File: config.mk
export PLATFORM = sky130hd
export DESIGN_NAME = rotary_encoder_button_decoder_unit
export DESIGN_NICKNAME = d
export VERILOG_FILES = /design/src/red_pkg.sv /design/src/rotary_encoder_button_decoder_unit.sv /design/src/red_cfg_regs.sv /design/src/red_core.sv
export SDC_FILE = /design/constraint.sdc
export NUM_CORES = 1
export LEC_CHECK = 0
export BUFFER_PORTS_ARGS = -buffer_cell sky130_fd_sc_hd__buf_2
export CORE_ASPECT_RATIO = 0.6
export CORE_UTILIZATION = 45
export DETAILED_ROUTE_END_ITERATION = 8
export PLACE_DENSITY = 0.72
export SYNTH_ARGS = -nofsm -noshare
export SYNTH_HDL_FRONTEND = slang
export SYNTH_HIERARCHICAL = 1
export SYNTH_SLANG_ARGS = --single-unit
File: constraint.sdc
create_clock -name clk -period 6.2 [get_ports clk]
set_input_delay 1.24 -clock clk [delete_from_list [all_inputs] [get_ports clk]]
set_output_delay 1.24 -clock clk [all_outputs]
set_load 0.05 [all_outputs]
File: src/red_pkg.sv
// Shared types and constants for the rotary encoder and button decoder.
`default_nettype none
package red_pkg;

    localparam int unsigned TIME_W = 32;
    localparam int unsigned CFG_INDEX_W = 2;

    typedef logic [TIME_W-1:0] time_t;
    typedef logic [CFG_INDEX_W-1:0] cfg_index_t;

    typedef enum logic [CFG_INDEX_W-1:0] {
        CFG_ROTATE_DEBOUNCE_US = 2'd0,
        CFG_SWITCH_DEBOUNCE_MS = 2'd1,
        CFG_ROTATE_GUARD_US    = 2'd2,
        CFG_HOLD_MS            = 2'd3
    } cfg_reg_t;

    localparam time_t ROTATE_DEBOUNCE_US_RST = 32'd1000;
    localparam time_t SWITCH_DEBOUNCE_MS_RST = 32'd50;
    localparam time_t ROTATE_GUARD_US_RST    = 32'd100000;
    localparam time_t HOLD_MS_RST            = 32'd500;

    typedef enum logic [2:0] {
        EV_NONE  = 3'd0,
        EV_CW    = 3'd1,
        EV_CCW   = 3'd2,
        EV_PRESS = 3'd3,
        EV_HOLD  = 3'd4
    } event_t;

    typedef struct packed {
        logic  clk_level;
        logic  dt_level;
        logic  switch_level;
        time_t now_us;
        time_t now_ms;
    } sample_t;

    typedef struct packed {
        time_t rotate_debounce_us;
        time_t switch_debounce_ms;
        time_t rotate_guard_us;
        time_t hold_ms;
    } cfg_t;

endpackage
`default_nettype wire

File: src/rotary_encoder_button_decoder_unit.sv
// Top level of the rotary encoder and button decoder: input and result registers.
// A sample is held in the sample register, its event in the result register.
// Throughput: one sample per cycle while out_ready does not stall the output;
// the decode state is updated when a sample is decoded, so the next one sees it.
// Reset clears both valid flags, loads the decode state and the configuration
// registers with their reset values; the block is ready in the first cycle after.
`default_nettype none
module rotary_encoder_button_decoder_unit
(
    input  wire logic                clk,
    input  wire logic                rst_n,
    input  wire logic                in_valid,
    output logic                     in_ready,
    input  wire logic                clk_level,
    input  wire logic                dt_level,
    input  wire logic                switch_level,
    input  wire red_pkg::time_t      now_us,
    input  wire red_pkg::time_t      now_ms,
    output logic                     out_valid,
    input  wire logic                out_ready,
    output logic [2:0]               event_code,
    input  wire logic                cfg_valid,
    output logic                     cfg_ready,
    input  wire red_pkg::cfg_index_t cfg_index,
    input  wire red_pkg::time_t      cfg_data
);
    import red_pkg::*;

    logic    s1_valid_reg;
    logic    s1_valid_next;
    sample_t sample_reg;
    logic    out_valid_reg;
    logic    out_valid_next;
    event_t  event_reg;
    event_t  core_ev;
    cfg_t    cfg;
    logic    advance;
    logic    in_fire;
    logic    core_fire;

    assign advance   = !out_valid_reg || out_ready;
    assign in_ready  = !s1_valid_reg || advance;
    assign in_fire   = in_valid && in_ready;
    assign core_fire = s1_valid_reg && advance;
    assign cfg_ready = 1'b1;

    red_cfg_regs u_cfg
    (
        .clk      (clk),
        .rst_n    (rst_n),
        .wr_en    (cfg_valid),
        .wr_index (cfg_index),
        .wr_data  (cfg_data),
        .cfg      (cfg)
    );

    red_core u_core
    (
        .clk    (clk),
        .rst_n  (rst_n),
        .fire   (core_fire),
        .sample (sample_reg),
        .cfg    (cfg),
        .ev     (core_ev)
    );

    always_comb
    begin
        s1_valid_next = s1_valid_reg;
        if (in_fire)
        begin
            s1_valid_next = 1'b1;
        end
        else if (advance)
        begin
            s1_valid_next = 1'b0;
        end
        out_valid_next = advance ? s1_valid_reg : out_valid_reg;
    end

    always_ff @(posedge clk or negedge rst_n)
    begin
        if (!rst_n)
        begin
            s1_valid_reg  <= 1'b0;
            out_valid_reg <= 1'b0;
        end
        else
        begin
            s1_valid_reg  <= s1_valid_next;
            out_valid_reg <= out_valid_next;
        end
    end

    always_ff @(posedge clk)
    begin
        if (in_fire)
        begin
            sample_reg.clk_level    <= clk_level;
            sample_reg.dt_level     <= dt_level;
            sample_reg.switch_level <= switch_level;
            sample_reg.now_us       <= now_us;
            sample_reg.now_ms       <= now_ms;
        end
        if (core_fire)
        begin
            event_reg <= core_ev;
        end
    end

    assign out_valid  = out_valid_reg;
    assign event_code = 3'(event_reg);

    a_result_follows_decode: assert property (@(posedge clk) disable iff (!rst_n)
        core_fire |=> out_valid_reg)
        else $error("Decoded sample did not reach the result register.");

    a_no_overwrite: assert property (@(posedge clk) disable iff (!rst_n)
        in_fire |-> !(s1_valid_reg && !advance))
        else $error("Sample register overwritten while stalled.");

    a_event_range: assert property (@(posedge clk) disable iff (!rst_n)
        out_valid_reg |-> event_code <= 3'(EV_HOLD))
        else $error("Result beat carries an undefined event code.");

endmodule
`default_nettype wire

File: src/red_cfg_regs.sv
// Configuration register file for the rotary encoder and button decoder.
`default_nettype none
module red_cfg_regs
(
    input  wire logic              clk,
    input  wire logic              rst_n,
    input  wire logic              wr_en,
    input  wire red_pkg::cfg_index_t wr_index,
    input  wire red_pkg::time_t    wr_data,
    output red_pkg::cfg_t          cfg
);
    import red_pkg::*;

    cfg_t cfg_reg;
    cfg_t cfg_next;

    always_comb
    begin
        cfg_next = cfg_reg;
        if (wr_en)
        begin
            unique case (cfg_reg_t'(wr_index))
                CFG_ROTATE_DEBOUNCE_US: cfg_next.rotate_debounce_us = wr_data;
                CFG_SWITCH_DEBOUNCE_MS: cfg_next.switch_debounce_ms = wr_data;
                CFG_ROTATE_GUARD_US:    cfg_next.rotate_guard_us    = wr_data;
                CFG_HOLD_MS:            cfg_next.hold_ms            = wr_data;
                default:                cfg_next                    = cfg_reg;
            endcase
        end
    end

    always_ff @(posedge clk or negedge rst_n)
    begin
        if (!rst_n)
        begin
            cfg_reg.rotate_debounce_us <= ROTATE_DEBOUNCE_US_RST;
            cfg_reg.switch_debounce_ms <= SWITCH_DEBOUNCE_MS_RST;
            cfg_reg.rotate_guard_us    <= ROTATE_GUARD_US_RST;
            cfg_reg.hold_ms            <= HOLD_MS_RST;
        end
        else
        begin
            cfg_reg <= cfg_next;
        end
    end

    assign cfg = cfg_reg;

endmodule
`default_nettype wire

File: src/red_core.sv
// Decode state and combinational event logic for one registered sample.
`default_nettype none
module red_core
(
    input  wire logic             clk,
    input  wire logic             rst_n,
    input  wire logic             fire,
    input  wire red_pkg::sample_t sample,
    input  wire red_pkg::cfg_t    cfg,
    output red_pkg::event_t       ev
);
    import red_pkg::*;

    logic  prev_clk_reg;
    logic  prev_clk_next;
    logic  prev_switch_reg;
    logic  prev_switch_next;
    time_t rot_time_reg;
    time_t rot_time_next;
    time_t sw_time_reg;
    time_t sw_time_next;
    logic  switch_down_reg;
    logic  switch_down_next;
    logic  hold_reported_reg;
    logic  hold_reported_next;
    time_t us_since_rot;
    time_t ms_since_sw;
    event_t ev_comb;

    assign us_since_rot = sample.now_us - rot_time_reg;
    assign ms_since_sw  = sample.now_ms - sw_time_reg;

    always_comb
    begin
        prev_clk_next      = sample.clk_level;
        prev_switch_next   = prev_switch_reg;
        rot_time_next      = rot_time_reg;
        sw_time_next       = sw_time_reg;
        switch_down_next   = switch_down_reg;
        hold_reported_next = hold_reported_reg;
        ev_comb            = EV_NONE;
        if ((sample.clk_level != prev_clk_reg) && (us_since_rot > cfg.rotate_debounce_us))
        begin
            rot_time_next = sample.now_us;
            ev_comb = (sample.dt_level != sample.clk_level) ? EV_CW : EV_CCW;
        end
        else if (sample.switch_level != prev_switch_reg)
        begin
            if (ms_since_sw > cfg.switch_debounce_ms)
            begin
                prev_switch_next = sample.switch_level;
                sw_time_next     = sample.now_ms;
                if (us_since_rot > cfg.rotate_guard_us)
                begin
                    if (!sample.switch_level)
                    begin
                        switch_down_next   = 1'b1;
                        hold_reported_next = 1'b0;
                    end
                    else
                    begin
                        if (switch_down_reg && !hold_reported_reg)
                        begin
                            ev_comb = EV_PRESS;
                        end
                        switch_down_next = 1'b0;
                    end
                end
                else
                begin
                    switch_down_next = 1'b0;
                end
            end
        end
        else if (switch_down_reg && !sample.switch_level && !hold_reported_reg)
        begin
            if (ms_since_sw > cfg.hold_ms)
            begin
                hold_reported_next = 1'b1;
                ev_comb            = EV_HOLD;
            end
        end
    end

    always_ff @(posedge clk or negedge rst_n)
    begin
        if (!rst_n)
        begin
            prev_clk_reg      <= 1'b1;
            prev_switch_reg   <= 1'b1;
            rot_time_reg      <= '0;
            sw_time_reg       <= '0;
            switch_down_reg   <= 1'b0;
            hold_reported_reg <= 1'b0;
        end
        else if (fire)
        begin
            prev_clk_reg      <= prev_clk_next;
            prev_switch_reg   <= prev_switch_next;
            rot_time_reg      <= rot_time_next;
            sw_time_reg       <= sw_time_next;
            switch_down_reg   <= switch_down_next;
            hold_reported_reg <= hold_reported_next;
        end
    end

    assign ev = ev_comb;

    a_rotation_needs_clk_change: assert property (@(posedge clk) disable iff (!rst_n)
        fire && (ev_comb == EV_CW || ev_comb == EV_CCW) |-> sample.clk_level != prev_clk_reg)
        else $error("Rotation event without a CLK change.");

    a_hold_once: assert property (@(posedge clk) disable iff (!rst_n)
        fire && ev_comb == EV_HOLD |=> hold_reported_reg && switch_down_reg)
        else $error("Hold event did not mark the hold as reported.");

    a_press_on_release: assert property (@(posedge clk) disable iff (!rst_n)
        fire && ev_comb == EV_PRESS |-> sample.switch_level && switch_down_reg)
        else $error("Press event without a release of a pressed switch.");

endmodule
`default_nettype wire
==> out/results.ini <==
[critical_path]
cp_num_buf_inv=2
crit_family=compound AO/OA/AOI/OAI gates
ff2ff_setup_slack_ns=0.39
endpoint_kind=flip-flop
cp.required_ns=6.63
critical_path.max_fanout=32
worst-endpoint-arrival_ns=6.24
critical_path_class=reg2reg
timing.critical_path.slowest_stage_cell=sky130_fd_sc_hd__or4_1
timing.critical_path.from_type=flip-flop
critical_path.max_stage_delay_ns=0.59
critical_path.cell_chain=inv_1 > ha_1 > inv_1 > fa_1 > a211oi_1 > nor2_1 > o31a_1 > a311o_1 > o21ai_2 > o2111ai_1 > a31oi_1 > o21ai_1 > xor2_1 > ha_1 > nand4_1 > or4_1 > a31o_2 > a31oi_4 > nand2_8 > mux2_4

[layout]
stdcell_area_sq_um=18200
final_layout_size_suffix_gt1_share_pct=25.1
net_count_final=1825
filler_cell_count=3144
largest_register_ff_count=128
areaGrowthSynthToFinish_pct=12.4

[power]
vdd_ir_drop_max_v=0.000248
p_total_mw=9.60
static-leakage-power_nw=8.90
p_per_area_nw_per_um2=527

[synthesis]
synth_top_family_by_area=adder cells
synth_enable_flop_cells=70
ys_seq_area_share_pct=43.7
synth_async_sr_flop_share_pct=73.9
synth_nets=1703
synth_area_sq_um=16200
synth.ff_latch_count=268
synth_area_per_cell_sq_um=11.5
post_synthesis_cell_count=1404
synth_simple_gate_area_share_pct=6.15
netlist-cell-type-count=75
compound_gate_fraction_of_synth_area_pct=12.0
share_of_the_synthesized_netlist_area_taken_by_xor_and_xnor_gates_pct=3.19
ys_dominant_reg_cell=sky130_fd_sc_hd__dfrtp_1
yosys.area_share.adder_pct=15.0
synth_mux_area_share_pct=14.3
yosysWarnings=6

[timing]
setup-tns-final_ns=0
unrepaired_setup_endpoints_after_global_routing=false
timing_limited_maximum_frequency_mhz=172
final_min_period_over_clock_period_pct=93.7
report.final.setup_viol=0
final_hold_viol_count=0
fin_crit_ns=5.81
timing_worst_slew_pin_value_ns=0.984
number_of_pins_exceeding_their_max_slew_limit_in_the_final_report=0
tightest_slew_margin_relative_to_the_limit_pct=34.4
holdWs_ns=0.505
skew_ns=0.0121

[global_routing]
antenna_found_initial=3
largest_net_degree_at_the_start_of_global_routing=108
grt_pass1_vias=11000
grt_pass1_wl_microns=57200
track_usage_pct=19.4
globalRoute.totalOverflow=0

[route]
detail_route.vias_per_cell=5.34
dr.pass1.iters=7
vias=10800
detail_route.iter0.violations=601
detail_route.drc_violations=12
routed_wire_length_per_instance_microns=17.3
wirelength_microns=34900
post_route_ant_nets=0

[clocking]
tritoncts=done
cts_num_sinks=268
clock_insertion_delay_worst_skew_ns=0.55
holdBufCountCts=0
cts.clk_slew.worst_paths_ns=0.06
cts_inserted_buffers=28
cts_setup_buffers=0
clk_root_buffer_cell=sky130_fd_sc_hd__clkbuf_16
htree_levels=1
cts.path.max_buffers=3

[place]
place.detailed.hpwl_microns=26500
place.gp.congestion=0.913
input_output_buffers=110
placed_area_sq_um=17300

[floorplanning]
placement_rows=53
die_area_sq_um=36800
die_w_microns=247
initial_utilization_pct=46.0
fp.dieH_microns=149
floorplan.core_area_sq_um=35200
boundaryPins=112

[run_status]
status=finished, violations left
violations=DRC

[hold_path]
worst_min_path_class=reg2reg

[flow_run]
cap_violations=0

[what timing repair did]
item	in CTS	in global routing
gates resized for setup	0	1
setup endpoints to repair	0	32
hold endpoints to repair	0	0
[cells in the final DEF, fill, tap and decap left out, types with 4 or more instances in the layout]
master	n
sky130_fd_sc_hd__mux2_4	30
sky130_fd_sc_hd__dfstp_2	23
sky130_fd_sc_hd__a21o_1	95
sky130_fd_sc_hd__buf_4	6
sky130_fd_sc_hd__inv_1	200
sky130_fd_sc_hd__and4_1	7
sky130_fd_sc_hd__o21bai_1	5
sky130_fd_sc_hd__nand2b_1	8
sky130_fd_sc_hd__clkbuf_1	4
sky130_fd_sc_hd__and3_1	6
sky130_fd_sc_hd__nand2_1	25
sky130_fd_sc_hd__a211oi_1	4
sky130_fd_sc_hd__clkinv_2	6
sky130_fd_sc_hd__xor2_1	19
sky130_fd_sc_hd__edfxtp_1	70
sky130_fd_sc_hd__dfrtp_1	175
sky130_fd_sc_hd__nor2b_1	15
sky130_fd_sc_hd__nand3b_1	5
sky130_fd_sc_hd__buf_2	109
sky130_fd_sc_hd__nand3_1	11
sky130_fd_sc_hd__clkbuf_8	4
sky130_fd_sc_hd__nand4_1	32
sky130_fd_sc_hd__nor2_1	39
sky130_fd_sc_hd__o21a_1	18
sky130_fd_sc_hd__a21oi_1	75
sky130_fd_sc_hd__nor3_1	9
sky130_fd_sc_hd__clkbuf_16	30
sky130_fd_sc_hd__ha_1	191
sky130_fd_sc_hd__nor4_1	4
sky130_fd_sc_hd__o21ai_0	33
sky130_fd_sc_hd__clkinv_1	4
sky130_fd_sc_hd__mux2_2	162
sky130_fd_sc_hd__o211ai_1	4
sky130_fd_sc_hd__xnor2_1	40
sky130_fd_sc_hd__a31oi_1	7
[worst register-to-register path, stage by stage (launching register included)]
cell and delay, ns:
sky130_fd_sc_hd__edfxtp_1 0.38, sky130_fd_sc_hd__inv_1 0.07, sky130_fd_sc_hd__ha_1 0.16, sky130_fd_sc_hd__inv_1 0.06, sky130_fd_sc_hd__fa_1 0.43, sky130_fd_sc_hd__a211oi_1 0.23, sky130_fd_sc_hd__nor2_1 0.11, sky130_fd_sc_hd__o31a_1 0.34
sky130_fd_sc_hd__a311o_1 0.39, sky130_fd_sc_hd__o21ai_2 0.30, sky130_fd_sc_hd__o2111ai_1 0.16, sky130_fd_sc_hd__a31oi_1 0.30, sky130_fd_sc_hd__o21ai_1 0.14, sky130_fd_sc_hd__xor2_1 0.17, sky130_fd_sc_hd__ha_1 0.31, sky130_fd_sc_hd__nand4_1 0.15
sky130_fd_sc_hd__or4_1 0.59, sky130_fd_sc_hd__a31o_2 0.26, sky130_fd_sc_hd__a31oi_4 0.41, sky130_fd_sc_hd__nand2_8 0.30, sky130_fd_sc_hd__mux2_4 0.44
[through the flow]
step / instances / setup WS [ns] / utilization, %
CTS: 2014 / 0.301 / 51.7
global route: 2014 / 0.0580 / 51.7
detailed placement: 1963 / 0.366 / 49.0
global placement: 1963 / 0.544 / 49.0
floorplan: 1404 / 1.16 / -
finish: 2015 / 0.390 / 51.7
[synth_stat cells, drive strengths merged (10+ instances only)]
library cell	number	share of area, %
mux2	194	14
nor3	10	0.38
edfxtp	70	13
nor2b	15	0.58
nand3	11	0.34
dfstp	23	3.7
xor2	19	1.0
nor2	39	0.90
o21a	18	0.83
xnor2	40	2.2
nand2	26	0.65
dfrtp	175	27
inv	200	4.6
nand4	32	1.2
a21o	95	4.4
a21oi	76	2.4
buf	19	0.88
o21ai	36	1.1
ha	191	15
[where the power goes]
group          total (mW)  internal [mW]  switching (mW)
clock network        1.72           1.03           0.688
logic                5.38           2.50            2.88
registers            2.49           2.27           0.225
[routing by layer]
layer / routed length (microns) / global-route usage, % / up-vias
met5: 45 / 0 / -
met4: 507 / 3.40 / 6
met3: 2190 / 3.78 / 43
met2: 14900 / 29.9 / 244
met1: 17200 / 28.6 / 5219
li1: - / - / 5258
[cell families after synthesis]
| logic type | Yosys count |
|---|---|
| and+or+nand+nor | 177 |
| adders and majority gates | 193 |
| AOI/OAI and AO/OA | 285 |
| buffers and inverters | 225 |
| xor gates and xnor gates | 59 |
| DFF | 268 |
| other | 1 |
| muxes | 196 |
[area by class of cell]
type | count | area [sq um] | area share, %
multi-input cells | 911 | 8220 | 45.1
flip-flops and latches | 268 | 7090 | 38.9
repair buffers | 117 | 624 | 3.43
clock buffers | 37 | 807 | 4.43
clock inverters | 14 | 143 | 0.783
inverters | 200 | 751 | 4.12
diodes | 1 | 2.50 | 0.0137
well taps | 467 | 584 | 3.21
[worst paths after layout]
kind	endpoint	depth (start not counted)	from
setup reg to reg	u_core/rot_time_reg[4]$_DFFE_PN0P_	20	sample_reg[32]$_DFFE_PP_
hold reg to reg	u_core/sw_time_reg[14]$_DFFE_PN0P_	1	u_core/sw_time_reg[14]$_DFFE_PN0P_
max in group asynchronous	u_core/switch_down_reg$_DFFE_PN0P_	2	rst_n
hold / removal	u_core/sw_time_reg[14]$_DFFE_PN0P_	1	u_core/sw_time_reg[14]$_DFFE_PN0P_
min in group asynchronous	u_core/sw_time_reg[6]$_DFFE_PN0P_	1	rst_n
setup / recovery	u_core/rot_time_reg[4]$_DFFE_PN0P_	20	sample_reg[32]$_DFFE_PP_
(Power assumes the default switching activity.)
